===== src/rtl/fdc_pkg.sv =====
package fdc_pkg;

  localparam int HDR_BYTES = 28;
  localparam int HDR_W     = HDR_BYTES * 8;
  localparam int CNT_W     = 33;

  // header field offsets in bits, little-endian byte order
  localparam int OFS_MAGIC   = 0 * 8;
  localparam int OFS_VERSION = 4 * 8;
  localparam int OFS_KIND    = 6 * 8;
  localparam int OFS_FLAGS   = 8 * 8;
  localparam int OFS_LENGTH  = 12 * 8;
  localparam int OFS_CRC     = 16 * 8;
  localparam int OFS_ID      = 20 * 8;

  localparam logic [1:0] PH_HEADER  = 2'd0;
  localparam logic [1:0] PH_PAYLOAD = 2'd1;
  localparam logic [1:0] PH_DISCARD = 2'd2;

  localparam logic [2:0] ST_OK          = 3'd0;
  localparam logic [2:0] ST_TRUNCATED   = 3'd1;
  localparam logic [2:0] ST_BAD_MAGIC   = 3'd2;
  localparam logic [2:0] ST_BAD_VERSION = 3'd3;
  localparam logic [2:0] ST_BAD_KIND    = 3'd4;
  localparam logic [2:0] ST_OVERSIZED   = 3'd5;
  localparam logic [2:0] ST_CHECKSUM    = 3'd6;

  localparam logic [15:0] KIND_FIRST = 16'd1;
  localparam logic [15:0] KIND_LAST  = 16'd4;

  localparam logic [1:0] REG_MAX_PAYLOAD = 2'd0;
  localparam logic [1:0] REG_MAGIC       = 2'd1;
  localparam logic [1:0] REG_VERSION     = 2'd2;

  localparam logic [31:0] RST_MAX_PAYLOAD = 32'd65535;
  localparam logic [31:0] RST_MAGIC       = 32'd0;
  localparam logic [15:0] RST_VERSION     = 16'd1;

  localparam logic [31:0] CRC_POLY = 32'h82F6_3B78;
  localparam logic [31:0] CRC_INIT = 32'hFFFF_FFFF;

  typedef struct packed {
    logic [7:0] in_byte;
    logic       end_of_input;
  } in_item_t;

  typedef struct packed {
    logic        payload_valid;
    logic [7:0]  payload_byte;
    logic        verdict_valid;
    logic [2:0]  status;
    logic [2:0]  frame_kind;
    logic [15:0] frame_flags;
    logic [63:0] req_tag;
    logic [31:0] payload_length;
    logic [32:0] bytes_consumed;
  } out_item_t;

  typedef struct packed {
    logic [31:0] max_payload_bytes;
    logic [31:0] expected_magic;
    logic [15:0] expected_version;
  } cfg_t;

  // reflected crc-32c, one byte
  function automatic logic [31:0] crc32c_byte(input logic [31:0] c, input logic [7:0] b);
    logic [31:0] r;
    r = c ^ {24'd0, b};
    for (int i = 0; i < 8; i++) begin
      r = r[0] ? ((r >> 1) ^ CRC_POLY) : (r >> 1);
    end
    return r;
  endfunction

  // verdict fields from a complete header
  function automatic out_item_t make_verdict(input logic [2:0] st, input logic [HDR_W-1:0] h);
    out_item_t r;
    r = '0;
    r.verdict_valid  = 1'b1;
    r.status         = st;
    r.frame_kind     = (st == ST_OK) ? h[OFS_KIND +: 3] : 3'd0;
    r.frame_flags    = h[OFS_FLAGS +: 16];
    r.req_tag        = h[OFS_ID +: 64];
    r.payload_length = h[OFS_LENGTH +: 32];
    r.bytes_consumed = (st == ST_OK) ?
                       ({1'b0, h[OFS_LENGTH +: 32]} + CNT_W'(HDR_BYTES)) : '0;
    return r;
  endfunction

endpackage


===== src/rtl/frame_deframer_checker_top.sv =====
// Byte-serial frame deframer and checker. One stream byte is taken per cycle
// whenever the result side keeps up; a result left waiting in the result
// register holds up the input. A byte passes through an input register, the
// header/crc logic and a result register before its result is on the ports.
// The rate is set by the one-byte crc-32c update and the header checks, both
// done combinationally between the input and result registers. The 28-byte
// header is gathered in a shift register; the frame's checks run on the last
// header byte. Payload bytes come out as results as they arrive, and each
// frame ends in one verdict; payload of a frame whose verdict is not ok must
// be dropped downstream. After any failure other than truncation, bytes are
// swallowed up to the next end mark. Configuration is to be written through
// the cfg port only while the block is idle; the block does not enforce this.
// cfg_ready is always high. Reset is synchronous and needs no clearing time.
module frame_deframer_checker_top import fdc_pkg::*; (
  input  logic        clk,
  input  logic        rst,
  input  logic        byte_valid,
  output logic        byte_ready,
  input  in_item_t    byte_item,
  output logic        res_valid,
  input  logic        res_ready,
  output out_item_t   res_item,
  input  logic        cfg_valid,
  output logic        cfg_ready,
  input  logic [1:0]  cfg_index,
  input  logic [31:0] cfg_data
);

  cfg_t      cfg;
  logic      s1_valid;
  logic      eng_ready;
  in_item_t  s1_item;
  logic      fire;
  logic      has_res;
  out_item_t eng_res;

  assign cfg_ready = 1'b1;
  assign fire      = s1_valid && eng_ready;

  fdc_cfg_regs u_cfg (
    .clk       (clk),
    .rst       (rst),
    .cfg_valid (cfg_valid),
    .cfg_index (cfg_index),
    .cfg_data  (cfg_data),
    .cfg       (cfg)
  );

  fdc_in_stage u_in (
    .clk      (clk),
    .rst      (rst),
    .up_valid (byte_valid),
    .up_ready (byte_ready),
    .up_item  (byte_item),
    .dn_valid (s1_valid),
    .dn_ready (eng_ready),
    .dn_item  (s1_item)
  );

  fdc_engine u_eng (
    .clk     (clk),
    .rst     (rst),
    .cfg     (cfg),
    .fire    (fire),
    .item    (s1_item),
    .has_res (has_res),
    .res     (eng_res)
  );

  fdc_out_stage u_out (
    .clk      (clk),
    .rst      (rst),
    .load     (fire && has_res),
    .up_ready (eng_ready),
    .up_item  (eng_res),
    .dn_valid (res_valid),
    .dn_ready (res_ready),
    .dn_item  (res_item)
  );

endmodule


===== src/rtl/fdc_cfg_regs.sv =====
module fdc_cfg_regs import fdc_pkg::*; (
  input  logic        clk,
  input  logic        rst,
  input  logic        cfg_valid,
  input  logic [1:0]  cfg_index,
  input  logic [31:0] cfg_data,
  output cfg_t        cfg
);

  always_ff @(posedge clk) begin
    if (rst) begin
      cfg.max_payload_bytes <= RST_MAX_PAYLOAD;
      cfg.expected_magic    <= RST_MAGIC;
      cfg.expected_version  <= RST_VERSION;
    end else if (cfg_valid) begin
      unique case (cfg_index)
        REG_MAX_PAYLOAD: cfg.max_payload_bytes <= cfg_data;
        REG_MAGIC:       cfg.expected_magic    <= cfg_data;
        REG_VERSION:     cfg.expected_version  <= cfg_data[15:0];
        default: ;
      endcase
    end
  end

endmodule


===== src/rtl/fdc_in_stage.sv =====
module fdc_in_stage import fdc_pkg::*; (
  input  logic     clk,
  input  logic     rst,
  input  logic     up_valid,
  output logic     up_ready,
  input  in_item_t up_item,
  output logic     dn_valid,
  input  logic     dn_ready,
  output in_item_t dn_item
);

  logic valid;

  assign up_ready = !valid || dn_ready;
  assign dn_valid = valid;

  always_ff @(posedge clk) begin
    if (rst) begin
      valid <= 1'b0;
    end else if (up_ready) begin
      valid <= up_valid;
    end
  end

  always_ff @(posedge clk) begin
    if (up_valid && up_ready) begin
      dn_item <= up_item;
    end
  end

endmodule


===== src/rtl/fdc_engine.sv =====
module fdc_engine import fdc_pkg::*; (
  input  logic      clk,
  input  logic      rst,
  input  cfg_t      cfg,
  input  logic      fire,
  input  in_item_t  item,
  output logic      has_res,
  output out_item_t res
);

  logic [1:0]       phase, phase_next;
  logic [CNT_W-1:0] byte_count, byte_count_next;
  logic [CNT_W-1:0] frame_end, frame_end_next;
  logic [31:0]      crc, crc_next;
  logic [HDR_W-1:0] hdr, hdr_next;

  logic             in_header;
  logic [4:0]       hcnt;
  logic [CNT_W-1:0] cnt_inc;
  logic [31:0]      crc_upd;
  logic [2:0]       st;
  logic [15:0]      kind;
  logic [31:0]      len;

  assign in_header = (phase != PH_PAYLOAD) && (phase != PH_DISCARD);
  assign hdr_next  = in_header ? {item.in_byte, hdr[HDR_W-1:8]} : hdr;
  // the unused phase code starts a fresh header
  assign hcnt      = (phase == PH_HEADER) ? byte_count[4:0] : 5'd0;
  assign cnt_inc   = byte_count + CNT_W'(1);
  assign crc_upd   = crc32c_byte(crc, item.in_byte);
  assign kind      = hdr_next[OFS_KIND +: 16];
  assign len       = hdr_next[OFS_LENGTH +: 32];

  always_comb begin
    phase_next      = phase;
    byte_count_next = byte_count;
    frame_end_next  = frame_end;
    crc_next        = crc;
    res             = '0;
    has_res         = 1'b0;
    st              = ST_OK;
    unique case (phase)
      PH_DISCARD: begin
        if (item.end_of_input) begin
          phase_next      = PH_HEADER;
          byte_count_next = '0;
          crc_next        = CRC_INIT;
        end
      end
      PH_PAYLOAD: begin
        has_res         = 1'b1;
        crc_next        = crc_upd;
        byte_count_next = cnt_inc;
        if (cnt_inc >= frame_end || item.end_of_input) begin
          if (cnt_inc >= frame_end) begin
            st = ((~crc_upd) == hdr_next[OFS_CRC +: 32]) ? ST_OK : ST_CHECKSUM;
          end else begin
            st = ST_TRUNCATED;
          end
          res             = make_verdict(st, hdr_next);
          byte_count_next = '0;
          crc_next        = CRC_INIT;
          phase_next      = (st == ST_OK || st == ST_TRUNCATED || item.end_of_input) ?
                            PH_HEADER : PH_DISCARD;
        end
        res.payload_valid = 1'b1;
        res.payload_byte  = item.in_byte;
      end
      default: begin
        byte_count_next = CNT_W'(hcnt) + CNT_W'(1);
        phase_next      = PH_HEADER;
        if (hcnt != 5'(HDR_BYTES - 1)) begin
          if (item.end_of_input) begin
            has_res           = 1'b1;
            res.verdict_valid = 1'b1;
            res.status        = ST_TRUNCATED;
            byte_count_next   = '0;
            crc_next          = CRC_INIT;
          end
        end else begin
          if (hdr_next[OFS_MAGIC +: 32] != cfg.expected_magic) begin
            st = ST_BAD_MAGIC;
          end else if (hdr_next[OFS_VERSION +: 16] != cfg.expected_version) begin
            st = ST_BAD_VERSION;
          end else if (kind < KIND_FIRST || kind > KIND_LAST) begin
            st = ST_BAD_KIND;
          end else if (len > cfg.max_payload_bytes) begin
            st = ST_OVERSIZED;
          end else if (len == 32'd0) begin
            // empty payload: crc of nothing is zero
            st = (hdr_next[OFS_CRC +: 32] == 32'd0) ? ST_OK : ST_CHECKSUM;
          end else if (item.end_of_input) begin
            st = ST_TRUNCATED;
          end else begin
            st = ST_OK;
          end
          crc_next = CRC_INIT;
          if (len != 32'd0 && !item.end_of_input && st == ST_OK) begin
            phase_next     = PH_PAYLOAD;
            frame_end_next = {1'b0, len} + CNT_W'(HDR_BYTES);
          end else begin
            has_res         = 1'b1;
            res             = make_verdict(st, hdr_next);
            byte_count_next = '0;
            phase_next      = (st == ST_OK || st == ST_TRUNCATED || item.end_of_input) ?
                              PH_HEADER : PH_DISCARD;
          end
        end
      end
    endcase
  end

  always_ff @(posedge clk) begin
    if (rst) begin
      phase      <= PH_HEADER;
      byte_count <= '0;
      crc        <= CRC_INIT;
    end else if (fire) begin
      phase      <= phase_next;
      byte_count <= byte_count_next;
      crc        <= crc_next;
    end
  end

  always_ff @(posedge clk) begin
    if (fire) begin
      hdr       <= hdr_next;
      frame_end <= frame_end_next;
    end
  end

endmodule


===== src/rtl/fdc_out_stage.sv =====
module fdc_out_stage import fdc_pkg::*; (
  input  logic      clk,
  input  logic      rst,
  input  logic      load,
  output logic      up_ready,
  input  out_item_t up_item,
  output logic      dn_valid,
  input  logic      dn_ready,
  output out_item_t dn_item
);

  logic valid;

  assign up_ready = !valid || dn_ready;
  assign dn_valid = valid;

  always_ff @(posedge clk) begin
    if (rst) begin
      valid <= 1'b0;
    end else if (up_ready) begin
      valid <= load;
    end
  end

  always_ff @(posedge clk) begin
    if (load && up_ready) begin
      dn_item <= up_item;
    end
  end

endmodule


===== config.mk =====
export PLATFORM = sky130hd
export DESIGN_NAME = frame_deframer_checker_top
export DESIGN_NICKNAME = d
export VERILOG_FILES = /design/src/rtl/fdc_pkg.sv /design/src/rtl/frame_deframer_checker_top.sv /design/src/rtl/fdc_cfg_regs.sv /design/src/rtl/fdc_in_stage.sv /design/src/rtl/fdc_engine.sv /design/src/rtl/fdc_out_stage.sv
export SDC_FILE = /design/constraint.sdc
export NUM_CORES = 1
export LEC_CHECK = 0
export ABC_CLOCK_PERIOD_IN_PS = 24100
export BUFFER_PORTS_ARGS = -buffer_cell sky130_fd_sc_hd__buf_2
export CORE_MARGIN = 2
export CORE_UTILIZATION = 31
export DETAILED_ROUTE_END_ITERATION = 7
export PLACE_DENSITY = 0.55
export SLEW_MARGIN = 20
export SYNTH_ARGS = -nofsm -noshare
export SYNTH_HDL_FRONTEND = slang
export SYNTH_SLANG_ARGS = --single-unit

===== constraint.sdc =====
create_clock -name clk -period 24.1 [get_ports clk]
set_clock_uncertainty 0.15 [all_clocks]
set_input_delay 2.41 -clock clk [delete_from_list [all_inputs] [get_ports clk]]
set_output_delay 2.41 -clock clk [all_outputs]
set_load 0.02 [all_outputs]

==> results of run 1 <==
==> layout make-up <==
| type | instances | area (um^2) |
|---|---|---|
| fillers | 8981 | 58500 |
| clock buffers | 72 | 1630 |
| repair buffers | 232 | 1240 |
| flip-flops and latches | 576 | 15800 |
| diodes | 2 | 5.00 |
| well taps | 1186 | 1480 |
| clock inverters | 41 | 410 |
| multi-input cells | 1612 | 11700 |
| inverters | 130 | 495 |
==> stage by stage <==
stage	worst slack, ns	utilization	hold WS [ns]	power (mW)	area, um^2
6_report	17.36	0.359	0.270	2.27	32700
5_1_grt	17.04	0.359	0.278	2.35	32700
4_1_cts	17.49	0.359	0.272	2.29	32700
3_5_place_dp	17.51	0.336	0.257	1.33	30700
3_3_place_gp	17.55	0.336	0.253	1.33	30700
2_1_floorplan	11.94	-	0.250	1.27	28400
==> worst register-to-register path: stages, from the launching register on <==
cell	delay (ns)
dfxtp_1	0.39
inv_1	0.11
ha_4	0.70
mux2i_1	0.81
inv_1	0.26
ha_1	0.35
and3_1	0.17
nand3_1	0.17
nor3_1	0.08
nor3b_1	0.61
a211oi_1	0.26
a31oi_1	0.57
nor3_1	0.29
a21o_1	0.34
nor2_4	0.26
buf_12	0.58
==> cells in the mapped netlist (10+ instances only) <==
| master | number | area, um^2 |
|---|---|---|
| xnor2_1 | 112 | 981 |
| ha_1 | 72 | 901 |
| a21oi_1 | 129 | 646 |
| buf_2 | 14 | 70.1 |
| and3_1 | 10 | 62.6 |
| nand2_1 | 268 | 1010 |
| nand2b_1 | 38 | 238 |
| and2_1 | 15 | 93.8 |
| nor2_1 | 114 | 428 |
| mux2i_1 | 44 | 440 |
| xnor3_1 | 17 | 383 |
| buf_4 | 10 | 75.1 |
| nor3_1 | 35 | 175 |
| o21a_1 | 17 | 128 |
| nand3b_1 | 15 | 113 |
| nand4_1 | 29 | 181 |
| buf_1 | 15 | 56.3 |
| nor2b_1 | 67 | 419 |
| nor2b_2 | 21 | 184 |
| xor2_1 | 78 | 683 |
| o22ai_1 | 11 | 68.8 |
| clkbuf_1 | 72 | 270 |
| dfxtp_1 | 149 | 2980 |
| mux2_2 | 158 | 1780 |
| a211o_1 | 22 | 193 |
| nand3_1 | 62 | 310 |
| xnor2_2 | 12 | 195 |
| edfxtp_1 | 427 | 12800 |
| nor4_1 | 33 | 206 |
| o21ai_0 | 89 | 445 |
| inv_1 | 130 | 488 |
==> report_power, final <==
| group | leakage (nW) | switching (mW) | total, mW | internal (mW) |
|---|---|---|---|---|
| sequential | 5.32 | 0.0210 | 1.11 | 1.09 |
| clock | 0.980 | 0.412 | 0.961 | 0.549 |
| combinational | 5.77 | 0.117 | 0.193 | 0.0760 |
==> worst paths after layout <==
path | endpoint | slack (ns)
max | u_out.dn_item[120] | 17.36
min | u_eng.hdr[87] | 0.27
max reg2reg | u_out.dn_item[120] | 17.36
min reg2reg | u_eng.hdr[87] | 0.27
==> state kept, by name, indices dropped and copies added (netlist names) <==
name / flops
u_in.dn_valid: 1
u_eng.frame_end: 33
u_out.dn_valid: 1
u_cfg.cfg: 80
u_in.dn_item: 9
u_eng.crc: 32
u_eng.phase: 2
u_out.dn_item: 161
u_eng.byte_count: 33
u_eng.hdr: 224
==> placed cells by master, fill, tap and decap left out, drive strengths merged, types with 7 or more instances in the layout <==
cell type	synthesis	final
o31a	8	8
ha	72	72
a22oi	7	7
clkinvlp	0	8
o22ai	11	11
nand3b	15	15
xnor2	127	127
xnor3	19	19
buf	43	232
o211ai	9	9
mux2i	44	44
nand3	62	62
and3	10	10
nand2	268	268
a21boi	9	9
xor2	80	80
a21oi	129	129
nor4	37	37
and2	15	15
inv	130	133
mux2	159	159
clkbuf	72	72
nand2b	38	38
a211oi	7	7
and4	7	7
dfxtp	149	149
a31oi	10	10
clkinv	0	24
edfxtp	427	427
a211o	22	22
o21ai	89	89
nor3	35	35
nor2	121	121
nor2b	90	90
o21a	17	17
nand4	29	29
==> layer usage <==
| layer | track usage | vias up | routed length (um) | part of all wire |
|---|---|---|---|---|
| li1 | - | 9022 | - | - |
| met1 | 0.225 | 9163 | 36300 | 0.46 |
| met2 | 0.258 | 457 | 36000 | 0.46 |
| met3 | 0.0255 | 126 | 3580 | 0.046 |
| met4 | 0.0536 | 8 | 2370 | 0.030 |
| met5 | 0 | - | 49 | 0.00063 |
==> kinds of logic (layout without fill, tap and decap cells) <==
| family | count (synthesis) | count (layout) | synth area share |
|---|---|---|---|
| AOI/OAI and AO/OA | 347 | 347 | 0.0746 |
| DFF | 576 | 576 | 0.556 |
| buffers and inverters | 245 | 475 | 0.0354 |
| xor gates and xnor gates | 229 | 229 | 0.0872 |
| muxes | 203 | 203 | 0.0785 |
| adders and majority gates | 72 | 72 | 0.0317 |
| and+or+nand+nor | 760 | 760 | 0.136 |
| other | 1 | 3 | 0.000132 |
==> run summary, run 1 <==
=================================================================================
EDFF count, synth ..................................................          427
HPWL reported at the end of detailed placement .....................      56.0 mm
Sinks on Clock Net .................................................          576
Setup Buffers After CTS ............................................            0
RSZ-0062 raised after global routing ...............................        false
Cell count along the critical path .................................           15
Number of buffers inserted by hold repair at cts ...................            0
Kind of capture point of the worst setup path ......................     register
Horizontal die dimension ...........................................       307 um
Mean post-synth cell area ..........................................    11.7 um^2
Die boundary height ................................................       307 um
Seq cells post-synth ...............................................          576
Final antenna-violating net count ..................................            0
Time the worst path needs with I/O delays and setup ................      6.74 ns
Register clock-pin slew on the reported worst setup and hold paths .      0.07 ns
Worst Setup Path Type .............................................. register to register
Period Utilization, post-route .....................................        0.280
Number of buffers on the longest clock path ........................            3
Maximum number of pins on one net before global-route repair .......          155
Max FO, Critical Path ..............................................          154
Reg2Reg Depth ......................................................           15
Number of failing setup endpoints in the final timing report .......            0
Placed insts .......................................................         3736
Static power due to leakage ........................................      12.1 nW
Area growth from synthesis to layout ...............................        15.2%
Total Routing Usage GR .............................................        0.162
Source of the critical timing path ................................. u_eng.phase[1]
Cell Count, Final, Fillers Out .....................................         3851
Post-Syn Nets ......................................................         2553
Cell-by-cell trace of the critical path ............................ inv_1 -> ha_4 -> mux2i_1 -> inv_1 -> ha_1 -> and3_1 -> nand3_1 -> nor3_1 -> nor3b_1 -> a211oi_1 -> a31oi_1 -> nor3_1 -> a21o_1 -> nor2_4 -> buf_12
Critical Path Start Type ...........................................     register
Worst relative slew slack ..........................................        0.293
Sequential-to-total area share from yosys stat .....................        0.556
Setup_tns ..........................................................         0 ns
Overflow left after global routing .................................            0
Pwr per Cell Area .................................................. 69.3 nW/um^2
Total routed wirelength ............................................      78.3 mm
Placer's final routability congestion estimate .....................        0.826
Count of vias placed by the detailed router ........................        18800
Run status ......................................................... finished, final reports clean
Worst skew pair latency ............................................      0.66 ns
DRC ................................................................            0
Max-slew violation total from the final report .....................            0
Number of unique standard cell types used by synthesis .............           78
Share of flip-flops with an asynchronous set or reset ..............            0
Max capacitance violation total ....................................            0
Worst path buffer plus inverter count ..............................            3
Vias in the first global route .....................................        18300
Family with the most delay on the worst path ....................... simple AND/OR/NAND/NOR gates
I/O pin count ......................................................          212
Maximum single-stage delay on the critical path ....................      0.79 ns
Number of buffers created by CTS ...................................           60
Instance count of the mapped netlist ...............................         2433
Cell with the biggest individual delay on the critical path ........      mux2i_1
Worst endpoint required time .......................................     24.21 ns
Hold path startpoint ............................................... u_eng.hdr[95]
Achievable clock frequency .........................................      148 MHz
Htree depth ........................................................            2
Core box area ......................................................   91200 um^2
Average wire per cell in the routed design .........................      20.3 um
Share of cells above drive strength 1 ..............................        0.210
Starting DRT DRC Count .............................................         1565
Slew at the pin closest to its max-slew limit ......................      1.06 ns
Worst VDD drop .....................................................  0.0000521 V
Drt pass-1 iters ...................................................            6
FP Rows ............................................................          111
Cell at the root of the clock tree .................................    clkbuf_16
Arrival time at the worst endpoint .................................      6.85 ns
Type of the most critical hold path ................................ register to register
First-pass GRT wire length .........................................       116 mm
Starting utilization of the core area ..............................        0.311
Number of nets in the layout .......................................         2732
Total number of yosys warnings .....................................            0
Initial antenna violation count ....................................            6
Worst hold path depth ..............................................            0
Vias per cell ......................................................         4.88
Area of the die ....................................................   94100 um^2
Clock tree from TritonCTS ..........................................        built
Reg-to-reg critical path startpoint ................................ u_eng.phase[1]
IO Port Bufs .......................................................          210
Resized cells post-CTS .............................................            0
Most used flip-flop cell after synthesis ...........................     edfxtp_1
Endpoints failing hold .............................................            0
Mapped Area ........................................................   28400 um^2
=================================================================================
Note: power is estimated with default switching activity, not from simulation.
==> inputs of run 2 (changes only) <==
--- a/config.mk
+++ b/config.mk
@@ -5,12 +5,12 @@
 export SDC_FILE = /design/constraint.sdc
 export NUM_CORES = 1
 export LEC_CHECK = 0
-export ABC_CLOCK_PERIOD_IN_PS = 24100
+export ABC_CLOCK_PERIOD_IN_PS = 6200
 export BUFFER_PORTS_ARGS = -buffer_cell sky130_fd_sc_hd__buf_2
 export CORE_MARGIN = 2
 export CORE_UTILIZATION = 31
 export DETAILED_ROUTE_END_ITERATION = 7
-export PLACE_DENSITY = 0.55
+export PLACE_DENSITY = 0.56
 export SLEW_MARGIN = 20
 export SYNTH_ARGS = -nofsm -noshare
 export SYNTH_HDL_FRONTEND = slang
==> constraint.sdc (replaced) <==
create_clock -name clk -period 6.2 [get_ports clk]
set_clock_uncertainty 0.15 [all_clocks]
set_input_delay 0.62 -clock clk [delete_from_list [all_inputs] [get_ports clk]]
set_output_delay 0.62 -clock clk [all_outputs]
set_load 0.02 [all_outputs]
==> run summary, run 2 (synthesis results as in run 1) <==
=================================================================================
Register clock-pin slew on the reported worst setup and hold paths .      0.06 ns   was 0.07 ns
Switching part of the total ........................................        0.236   was 0.243
Reg2reg end ........................................................ u_out.dn_item[11]   was u_out.dn_item[120]
Arrival time at the worst endpoint .................................      5.95 ns   was 6.85 ns
Count of antenna diodes in the layout ..............................            0   was 2
Place WS ...........................................................     0.512 ns   was 17.51 ns
HPWL reported at the end of detailed placement .....................      56.8 mm   was 56.0 mm
Internal power .....................................................      6.85 mW   was 1.72 mW
Register with the most flip-flops ..................................    u_eng.hdr   unchanged
Met1 WL ............................................................      35.3 mm   was 36.3 mm
Worst relative slew slack ..........................................        0.268   was 0.293
Clock tree from TritonCTS ..........................................        built   unchanged
Max capacitance violation total ....................................            0   unchanged
Met2 wire length ...................................................      37.1 mm   was 36.0 mm
Part of the total power dissipated in sequential elements ..........        0.483   was 0.491
Overflow left after global routing .................................            0   unchanged
Number of nets in the layout .......................................         2754   was 2732
Worst VDD drop .....................................................   0.000187 V   was 0.0000521 V
Metal3 WL ..........................................................      4.14 mm   was 3.58 mm
Worst Setup Path Type .............................................. register to register   unchanged
Period Utilization, post-route .....................................        0.926   was 0.280
Reg-to-reg critical path startpoint ................................ u_eng.phase[1]   unchanged
Drt pass-1 iters ...................................................            5   was 6
Initial antenna violation count ....................................            2   was 6
Source of the critical timing path ................................. u_eng.phase[1]   unchanged
Number of buffers inserted by hold repair at cts ...................            8   was 0
Area of the die ....................................................   94100 um^2   unchanged
Setup Buffers After CTS ............................................            0   unchanged
Time the worst path needs with I/O delays and setup ................      5.74 ns   was 6.74 ns
Critical path endpoint ............................................. u_out.dn_item[11]   was u_out.dn_item[120]
Flip-flop count of the largest register after layout ...............          224   unchanged
Critical Path Start Type ...........................................     register   unchanged
Worst endpoint required time .......................................      6.41 ns   was 24.21 ns
Pwr per Cell Area ..................................................  271 nW/um^2   was 69.3 nW/um^2
Total routed wirelength ............................................      77.9 mm   was 78.3 mm
Run status ......................................................... finished, final reports clean   unchanged
Commonest non-fill, non-tap cell in the layout .....................     edfxtp_1   unchanged
Share of cells above drive strength 1 ..............................        0.216   was 0.210
Resized cells post-CTS .............................................            0   unchanged
DRC ................................................................            0   unchanged
Cell with the biggest individual delay on the critical path ........         ha_4   was mux2i_1
Number of failing setup endpoints in the final timing report .......            0   unchanged
Placer's final routability congestion estimate .....................        0.836   was 0.826
IO Port Bufs .......................................................          210   unchanged
Starting utilization of the core area ..............................        0.311   unchanged
Family with the most delay on the worst path ....................... simple AND/OR/NAND/NOR gates   unchanged
Most used cells in the layout excluding fill and tap cells ......... edfxtp_1 (427), nand2_1 (268), buf_2 (209), mux2_2 (158), dfxtp_1 (147)   was edfxtp_1 (427), nand2_1 (268), buf_2 (209), mux2_2 (158), dfxtp_1 (149)
Switching Power ....................................................      2.11 mW   was 0.550 mW
Number of buffers created by CTS ...................................           59   was 60
Part of the total power dissipated in combinational logic ..........        0.084   was 0.085
Achievable clock frequency .........................................      174 MHz   was 148 MHz
FP Rows ............................................................          111   unchanged
Vias per cell ......................................................         4.86   was 4.88
Count of vias placed by the detailed router ........................        18800   about the same
Number of buffers on the longest clock path ........................            3   unchanged
Worst path buffer plus inverter count ..............................            3   unchanged
I/O pin count ......................................................          212   unchanged
Max-slew violation total from the final report .....................            0   unchanged
Horizontal die dimension ...........................................       307 um   unchanged
Cell at the root of the clock tree .................................    clkbuf_16   unchanged
Static power due to leakage ........................................      12.2 nW   was 12.1 nW
Htree depth ........................................................            2   unchanged
Type of the most critical hold path ................................ primary input to register   was register to register
Largest registers in the final layout .............................. u_eng.hdr (224), u_out.dn_item (161), u_cfg.cfg (80)   unchanged
Average wire per cell in the routed design .........................      20.1 um   was 20.3 um
First-pass GRT wire length .........................................       117 mm   was 116 mm
Die boundary height ................................................       307 um   unchanged
Maximum number of pins on one net before global-route repair .......          158   was 155
Reg2Reg Depth ......................................................           15   unchanged
Max layer used .....................................................         met5   unchanged
Post-route worst setup slack .......................................     0.459 ns   was 17.36 ns
Share of total power in the clock network ..........................        0.433   was 0.424
Starting DRT DRC Count .............................................         1447   was 1565
Maximum single-stage delay on the critical path ....................      0.76 ns   was 0.79 ns
Cell-by-cell trace of the critical path ............................ inv_2 -> ha_4 -> mux2i_1 -> inv_1 -> ha_1 -> nand4_1 -> or4_1 -> o41ai_1 -> o22ai_1 -> a211oi_2 -> a31oi_2 -> nor3_2 -> a21o_1 -> nor2_4 -> buf_12   was inv_1 -> ha_4 -> mux2i_1 -> inv_1 -> ha_1 -> and3_1 -> nand3_1 -> nor3_1 -> nor3b_1 -> a211oi_1 -> a31oi_1 -> nor3_1 -> a21o_1 -> nor2_4 -> buf_12
Sinks on Clock Net .................................................          576   unchanged
Endpoints failing hold .............................................            0   unchanged
Core box area ......................................................   91200 um^2   unchanged
Core utilization of the finished layout ............................        0.363   was 0.359
Slew at the pin closest to its max-slew limit ......................      1.09 ns   was 1.06 ns
Cell count along the critical path .................................           15   unchanged
Slack of the worst reg-to-reg path .................................      0.46 ns   was 17.36 ns
Total Routing Usage GR .............................................        0.163   was 0.162
Kind of capture point of the worst setup path ......................     register   unchanged
RSZ-0062 raised after global routing ...............................        false   unchanged
Worst skew pair latency ............................................      0.65 ns   was 0.66 ns
Vias in the first global route .....................................        18300   about the same
Area growth from synthesis to layout ...............................        16.5%   was 15.2%
Final antenna-violating net count ..................................            0   unchanged
Max FO, Critical Path ..............................................           51   was 154
=================================================================================
==> run 2: cell count changes in the layout (fill, tap and decap cells not counted), moves of 3 or more <==
cell / delta
inv_2: +3
inv_6: +3
buf_12: +5
buf_4: +10
inv_1: -3
clkbuf_1: +3
bufinv_16: +6
dlygate4sd3_1: +8
clkbuf_16: -4
==> run 2: layout make-up <==
| class | count | area [um^2] |
|---|---|---|
| repair buffers | 255 | 1500 |
| clock buffers | 73 | 1570 |
| multi-input cells | 1612 | 11700 |
| inverters | 130 | 495 |
| fillers | 8880 | 58200 |
| well taps | 1186 | 1480 |
| flip-flops and latches | 576 | 15800 |
| clock inverters | 39 | 526 |
==> run 2: worst min-delay path by stage <==
stage	from	end	slack [ns]	cells after the start
floorplan	u_eng.hdr[88]	u_eng.hdr[80]	0.25	0
global placement	u_eng.hdr[89]	u_eng.hdr[81]	0.25	0
detailed placement	u_eng.hdr[89]	u_eng.hdr[81]	0.25	0
CTS	byte_valid	u_in.dn_valid	0.02	3
global route	byte_valid	u_in.dn_valid	0.03	3
finish	byte_item[0]	u_in.dn_item[0]	0.03	1
==> run 2: power groups by stage <==
stage / Sequential [mW] / Clock, mW / Combinational (mW)
3_3_place_gp: 4.41 / 0 / 0.749
5_1_grt: 4.34 / 4.12 / 0.820
4_1_cts: 4.33 / 3.98 / 0.756
3_5_place_dp: 4.41 / 0 / 0.747
2_1_floorplan: 4.40 / 0 / 0.512
6_report: 4.33 / 3.88 / 0.754
==> run 2: through the flow <==
| stage | power (mW) | TNS, ns | instances | hold slack [ns] | area, um^2 |
|---|---|---|---|---|---|
| floorplan | 4.91 | -65.48 | 2433 | 0.250 | 28500 |
| global placement | 5.16 | 0 | 3751 | 0.251 | 30900 |
| detailed placement | 5.16 | 0 | 3751 | 0.255 | 30900 |
| CTS | 9.07 | 0 | 3871 | 0.0171 | 33100 |
| global route | 9.28 | 0 | 3871 | 0.0304 | 33100 |
| finish | 8.96 | 0 | 3871 | 0.0292 | 33100 |
==> run 2: routing by layer <==
| layer | global-route usage | vias up |
|---|---|---|
| met3 | 0.0296 | 92 |
| li1 | - | 9081 |
| met1 | 0.222 | 9205 |
| met5 | 0 | - |
| met4 | 0.0370 | 4 |
| met2 | 0.269 | 434 |
